===== config.mk =====
export PLATFORM = sky130hd
export DESIGN_NAME = pru_predict
export DESIGN_NICKNAME = d
export VERILOG_FILES = /design/src/hw/rtl/pru_pkg.sv /design/src/hw/rtl/pru_predict.sv
export SDC_FILE = /design/constraint.sdc
export NUM_CORES = 1
export LEC_CHECK = 0
export BUFFER_PORTS_ARGS = -buffer_cell sky130_fd_sc_hd__buf_2
export CAP_MARGIN = 20
export CORE_MARGIN = 5
export CORE_UTILIZATION = 42
export DETAILED_ROUTE_END_ITERATION = 10
export GPL_TIMING_DRIVEN = 0
export PLACE_DENSITY = 0.58
export SLEW_MARGIN = 20
export SYNTH_ARGS = -nofsm -noshare
export SYNTH_HDL_FRONTEND = slang
export SYNTH_SLANG_ARGS = --single-unit

===== constraint.sdc =====
create_clock -name vclk -period 21.4
set_clock_uncertainty 0.15 [all_clocks]
set_input_delay 4.28 -clock vclk [all_inputs]
set_output_delay 4.28 -clock vclk [all_outputs]
set_load 0.02 [all_outputs]

===== src/hw/rtl/pru_pkg.sv =====
// ---------------------------------------------------------------------------
// PNG row unfilter package
// Filter type codes and limits shared by the row unfilter modules.
// ---------------------------------------------------------------------------
package pru_pkg;

	typedef enum logic [2:0] {
		FLT_NONE  = 3'd0,
		FLT_SUB   = 3'd1,
		FLT_UP    = 3'd2,
		FLT_AVG   = 3'd3,
		FLT_PAETH = 3'd4
	} filter_t;

	// Highest valid filter type carried in a filter byte.
	localparam logic [7:0] FILTER_MAX = 8'd4;

endpackage


===== src/hw/rtl/pru_predict.sv =====
// ---------------------------------------------------------------------------
// PNG row unfilter predictor
// Forms the prediction for one sample from its left, upper and upper-left
// neighbours according to the filter type of the row.
// ---------------------------------------------------------------------------
module pru_predict
	import pru_pkg::*;
(
	input  filter_t    filter,
	input  logic [7:0] left,
	input  logic [7:0] up,
	input  logic [7:0] up_left,
	output logic [7:0] pred
);

	logic signed [10:0] da_diff;
	logic signed [10:0] db_diff;
	logic signed [10:0] dc_diff;
	logic [9:0]         da;
	logic [9:0]         db;
	logic [9:0]         dc;
	logic [8:0]         avg_sum;
	logic [7:0]         paeth;

	// Distances from the estimate a + b - c to a, b and c.
	always_comb begin
		da_diff = $signed({3'b000, up}) - $signed({3'b000, up_left});
		db_diff = $signed({3'b000, left}) - $signed({3'b000, up_left});
		dc_diff = $signed({3'b000, left}) + $signed({3'b000, up})
			- $signed({2'b00, up_left, 1'b0});
		da = da_diff[10] ? 10'(-da_diff) : da_diff[9:0];
		db = db_diff[10] ? 10'(-db_diff) : db_diff[9:0];
		dc = dc_diff[10] ? 10'(-dc_diff) : dc_diff[9:0];
		if (da <= db && da <= dc) begin
			paeth = left;
		end else if (db <= dc) begin
			paeth = up;
		end else begin
			paeth = up_left;
		end
		avg_sum = {1'b0, left} + {1'b0, up};
	end

	always_comb begin
		case (filter)
			FLT_SUB:   pred = left;
			FLT_UP:    pred = up;
			FLT_AVG:   pred = avg_sum[8:1];
			FLT_PAETH: pred = paeth;
			default:   pred = 8'd0;
		endcase
	end

endmodule


After elaboration in Yosys (flattened, before gate mapping)
Index checks and enable logic that the tools add are counted.
{ "classes": {"addsub": 8, "magnitude_cmp": 3, "eq_ne": 4, "mux": 6, "n_reduce_logical": 1} }
{ "op_table": {"columns": ["cell", "n"], "rows": [
  ["case mux 8 bit (4 select lines)", 1],
  ["less-or-equal comparator 10 bit", 3],
  ["two-way mux 10 bit", 3],
  ["negator 9 -> 10 bit", 2],
  ["adder 8 x 8 -> 9 bit", 2],
  ["subtractor 8 x 8 -> 9 bit", 2],
  ["two-way mux 8 bit", 2],
  ["negator 10 bit", 1],
  ["subtractor 9 x 9 -> 10 bit", 1],
  ["== test 3 x 2 -> 1 bit (second input constant)", 2],
  ["== test 3 x 1 -> 1 bit (second input constant)", 1],
  ["== test 3 bit (second input constant)", 1],
  ["logical AND 1 bit", 1]
]} }
{ "totals": {"register_bits": 0, "input_bits": 27, "output_inout_bits": 8, "elab_cells": 22} }

Depth between registers and ports, before layout
{ "logic_depth": {"ltp_word": 8, "depth_mapped": 22, "mapped_depth_nobuf": 21} }

Worst setup path before layout
OpenSTA, ideal clock, no wires.
{ "synth_timing": {"path_kind": "input to output", "from": "input left[2]", "to": "output pred[4]", "t_arrival_ps": 8521, "required_time_ps": 16970, "slack_ps": 8449, "path_stages": 17, "n_path_buf": 0, "path_cell_list": "inv_1 > fa_1 > inv_1 > ha_1 > nor2b_1 > o31ai_1 > xor2_1 > nand4_1 > or2_2 > or4_1 > ha_1 > nand3_1 > nor3_1 > a221o_1 > a221oi_4 > nand2b_4 > o211ai_2"} }
{ "synth_between": {"elab_chain_len": 8, "elab_cells_between_ends": 15} }
{ "synth_lines": {"columns": ["element", "line", "rtl"], "rows": [
  ["from (decl)", "pru_predict.sv:10", "input logic [7:0] left,"],
  ["adder 8 x 8 -> 9 bit", "pru_predict.sv:29, pru_predict.sv:41", null],
  ["subtractor 9 x 9 -> 10 bit", "pru_predict.sv:30", "- $signed({2'b00, up_left, 1'b0});"],
  ["negator 10 bit", "pru_predict.sv:33", "dc = dc_diff[10] ? 10'(-dc_diff) : dc_diff[9:0];"],
  ["two-way mux 10 bit", "pru_predict.sv:33", null],
  ["less-or-equal comparator 10 bit (on tied branches)", "pru_predict.sv:36, pru_predict.sv:34", null],
  ["two-way mux 8 bit / logical AND 1 bit (equally long branches)", "pru_predict.sv:36, pru_predict.sv:34", null],
  ["two-way mux 8 bit", "pru_predict.sv:34", "if (da <= db && da <= dc) begin"],
  ["case mux 8 bit (4 select lines) (*)", "pru_predict.sv:45", "case (filter)"],
  ["to (decl)", "pru_predict.sv:13", "output logic [7:0] pred"]
]} }
Mark *: on every way between the ends. The rest lies on a longest branch, timed or not.

Worst setup path after layout
Ends and elaborated chain as after synthesis.

==> summary.md <==
| Metric | Value |
|---|---|
| Wire length on met1 | 4170 um |
| CP max-delay cell | a221oi_4 |
| PwrDens | 62.6 nW/um^2 |
| Most frequent cells in the layout | ha_1 (62), inv_1 (59), buf_2 (33), a21oi_1 (29), xnor2_1 (25) |
| First-pass GRT wire length | 14400 um |
| Die extent in x | 97.5 um |
| Area occupied by multi-input gates | 2960 um^2 |
| Slew Limit Fails | 0 |
| YS warnings | 0 |
| Overall routing resource usage | 17.6% |
| Core area | 7610 um^2 |
| Setup_tns | 0 ns |
| Netlist cell types | 68 |
| CP max FO | 9 |
| Met3 wire len | 196 um |
| Switch share | 57.4% |
| Clock buffer cells | 0 |
| Mapped Area | 3210 um^2 |
| Gr ovfl total | 0 |
| Post-DP HPWL | 7320 um |
| Gpl congestion | 0.887 |
| Cells after Synth | 423 |
| Net Sw Power | 0.126 mW |
| # setup viols final | 0 |
| P_leak | 1.77 nW |
| CP max stage delay | 0.55 ns |
| Fmax achieved | 72.7 MHz |
| Max Cap Viol | 0 |
| CTS Hold Bufs | 0 |
| Hold Fails Final Rpt | 0 |
| DR WL met2 | 3740 um |
| Clock share of power | 0% |
| Die ar. | 9500 um^2 |
| Comb pwr share | 100.0% |
| RSZ-0062 raised after global routing | false |
| Vias per inst | 5.37 |
| Seq_cells | 0 |
| Worst Setup Path Type | input pin to primary output |
| Slew HR | 49.3% |
| Worst vdd ir | 17.0 uV |
| Register Area | 0 um^2 |
| Largest net degree at the start of global routing | 11 |
| WL final | 8230 um |
| CP startpoint kind | input pin |
| Post-CTS resize count | 0 |
| Vias | 3009 |
| Initial antenna violation count | 0 |
| WL/cell | 14.7 um |
| DRT Pass-1 Iters | 5 |
| Io pins | 35 |
| Fill cells | 774 |
| Postcts setup bufs | 0 |
| P_int | 0.0937 mW |
| Vias in the first global route | 3039 |
| Critical Path, Cell by Cell | buf_2 -> inv_1 -> fa_1 -> inv_1 -> ha_1 -> nor2b_1 -> o31ai_1 -> xor2_1 -> nand4_1 -> or2_2 -> or4_1 -> ha_1 -> nand3_1 -> nor3_1 -> a221o_1 -> a221oi_4 -> nand2b_4 -> o211ai_2 -> buf_2 |
| DR DRC count | 0 |
| Area Overhead vs Synth | 9.34% |
| Initial DRC Count | 136 |
| Initial Utilization | 42.3% |
| Ant diodes | 0 |
| Layout cells sized above 1 | 13.8% |
| Port Buf Inserts | 33 |
| Worst Max-Slew Pin Slew | 0.756 ns |
| Final Net Count | 559 |
| Commonest non-fill, non-tap cell in the layout | ha_1 |
| Final cell count without fillers | 560 |
| Mean Syn Cell Area | 7.60 um^2 |
| Top sig layer | met4 |
| Row count | 32 |
| Final worst-path setup slack | 7.65 ns |
| Arrival @ worst endpoint | 9.32 ns |
| Worst slack, placed | 7.61 ns |
| Antenna-violating nets left | 0 |
| Tmin final | 13.75 ns |
| Post-synthesis sequential area ratio | 0% |
| Final Hold Slack | 8.81 ns |
| Sequential power share | 0% |
| Die height | 97.5 um |
| HP Class | input pin to primary output |
| Inst Count DP | 560 |
| Tcrit/Tclk final | 64.2% |
| Worst EP required | 16.97 ns |
| Crit. End Element | primary output |
| Status | completed |
==> power by group through the flow <==
stage                     combinational [mW]  clock (mW)  sequential, mW
after floorplan                        0.172           0               0
after global placement                 0.215           0               0
after detailed placement               0.220           0               0
after CTS                              0.221           0               0
after global routing                   0.250           0               0
final                                  0.220           0               0
==> stage by stage <==
step | utilization [%] | total power [mW] | instance area [um^2]
final | 46.2 | 0.220 | 3510
after global routing | 46.2 | 0.250 | 3510
after CTS | 46.2 | 0.221 | 3510
after detailed placement | 46.2 | 0.220 | 3510
after global placement | 46.2 | 0.215 | 3510
after floorplan | - | 0.172 | 3220
==> metal layers <==
metal  vias up  global-route usage, %
li1       1577                      -
met2        55                   30.5
met1      1371                   24.8
met4         0                   2.56
met3         6                  0.646
met5         -                      0
==> cell type report <==
class | instances | area share, %
multi-input combinational | 359 | 84.1
inverter | 59 | 6.30
timing repair buffer | 33 | 4.70
tap | 102 | 3.63
buffer | 7 | 1.28
==> logic make-up after synthesis <==
family / count (synthesis) / share of synthesized area, %
mux: 10 / 3.15
xor+xnor: 43 / 12.8
buf+inv: 66 / 8.29
simple gates: 105 / 17.2
other cells: 2 / 0.234
compound gates: 124 / 27.7
fa+ha+maj: 73 / 30.7
==> worst max-delay path, delay by kind of cell <==
family	cells	cell delay, ns
buf+inv	4	0.42
fa+ha+maj	3	1.21
xor+xnor	1	0.45
compound gates	4	1.26
simple gates	7	1.68
==> path summary, 6_finish.rpt <==
kind / startpoint / to / slack (ns) / depth (start not counted)
setup / recovery: left[2] / pred[4] / 7.65 / 19
hold / removal: left[0] / pred[0] / 8.81 / 4
==> cell usage after synthesis, drive strengths merged, types with 9 or more instances <==
cell	count	area share, %
ha	62	24
inv	59	6.9
a21oi	30	4.8
o21ai	28	4.8
xnor2	27	7.8
nor2	24	2.8
nand2	21	2.5
xor2	16	4.9
a21o	14	3.3
nand3	12	1.9
fa	10	6.2
mux2i	9	2.8
Power figures use the tool's default switching activity.
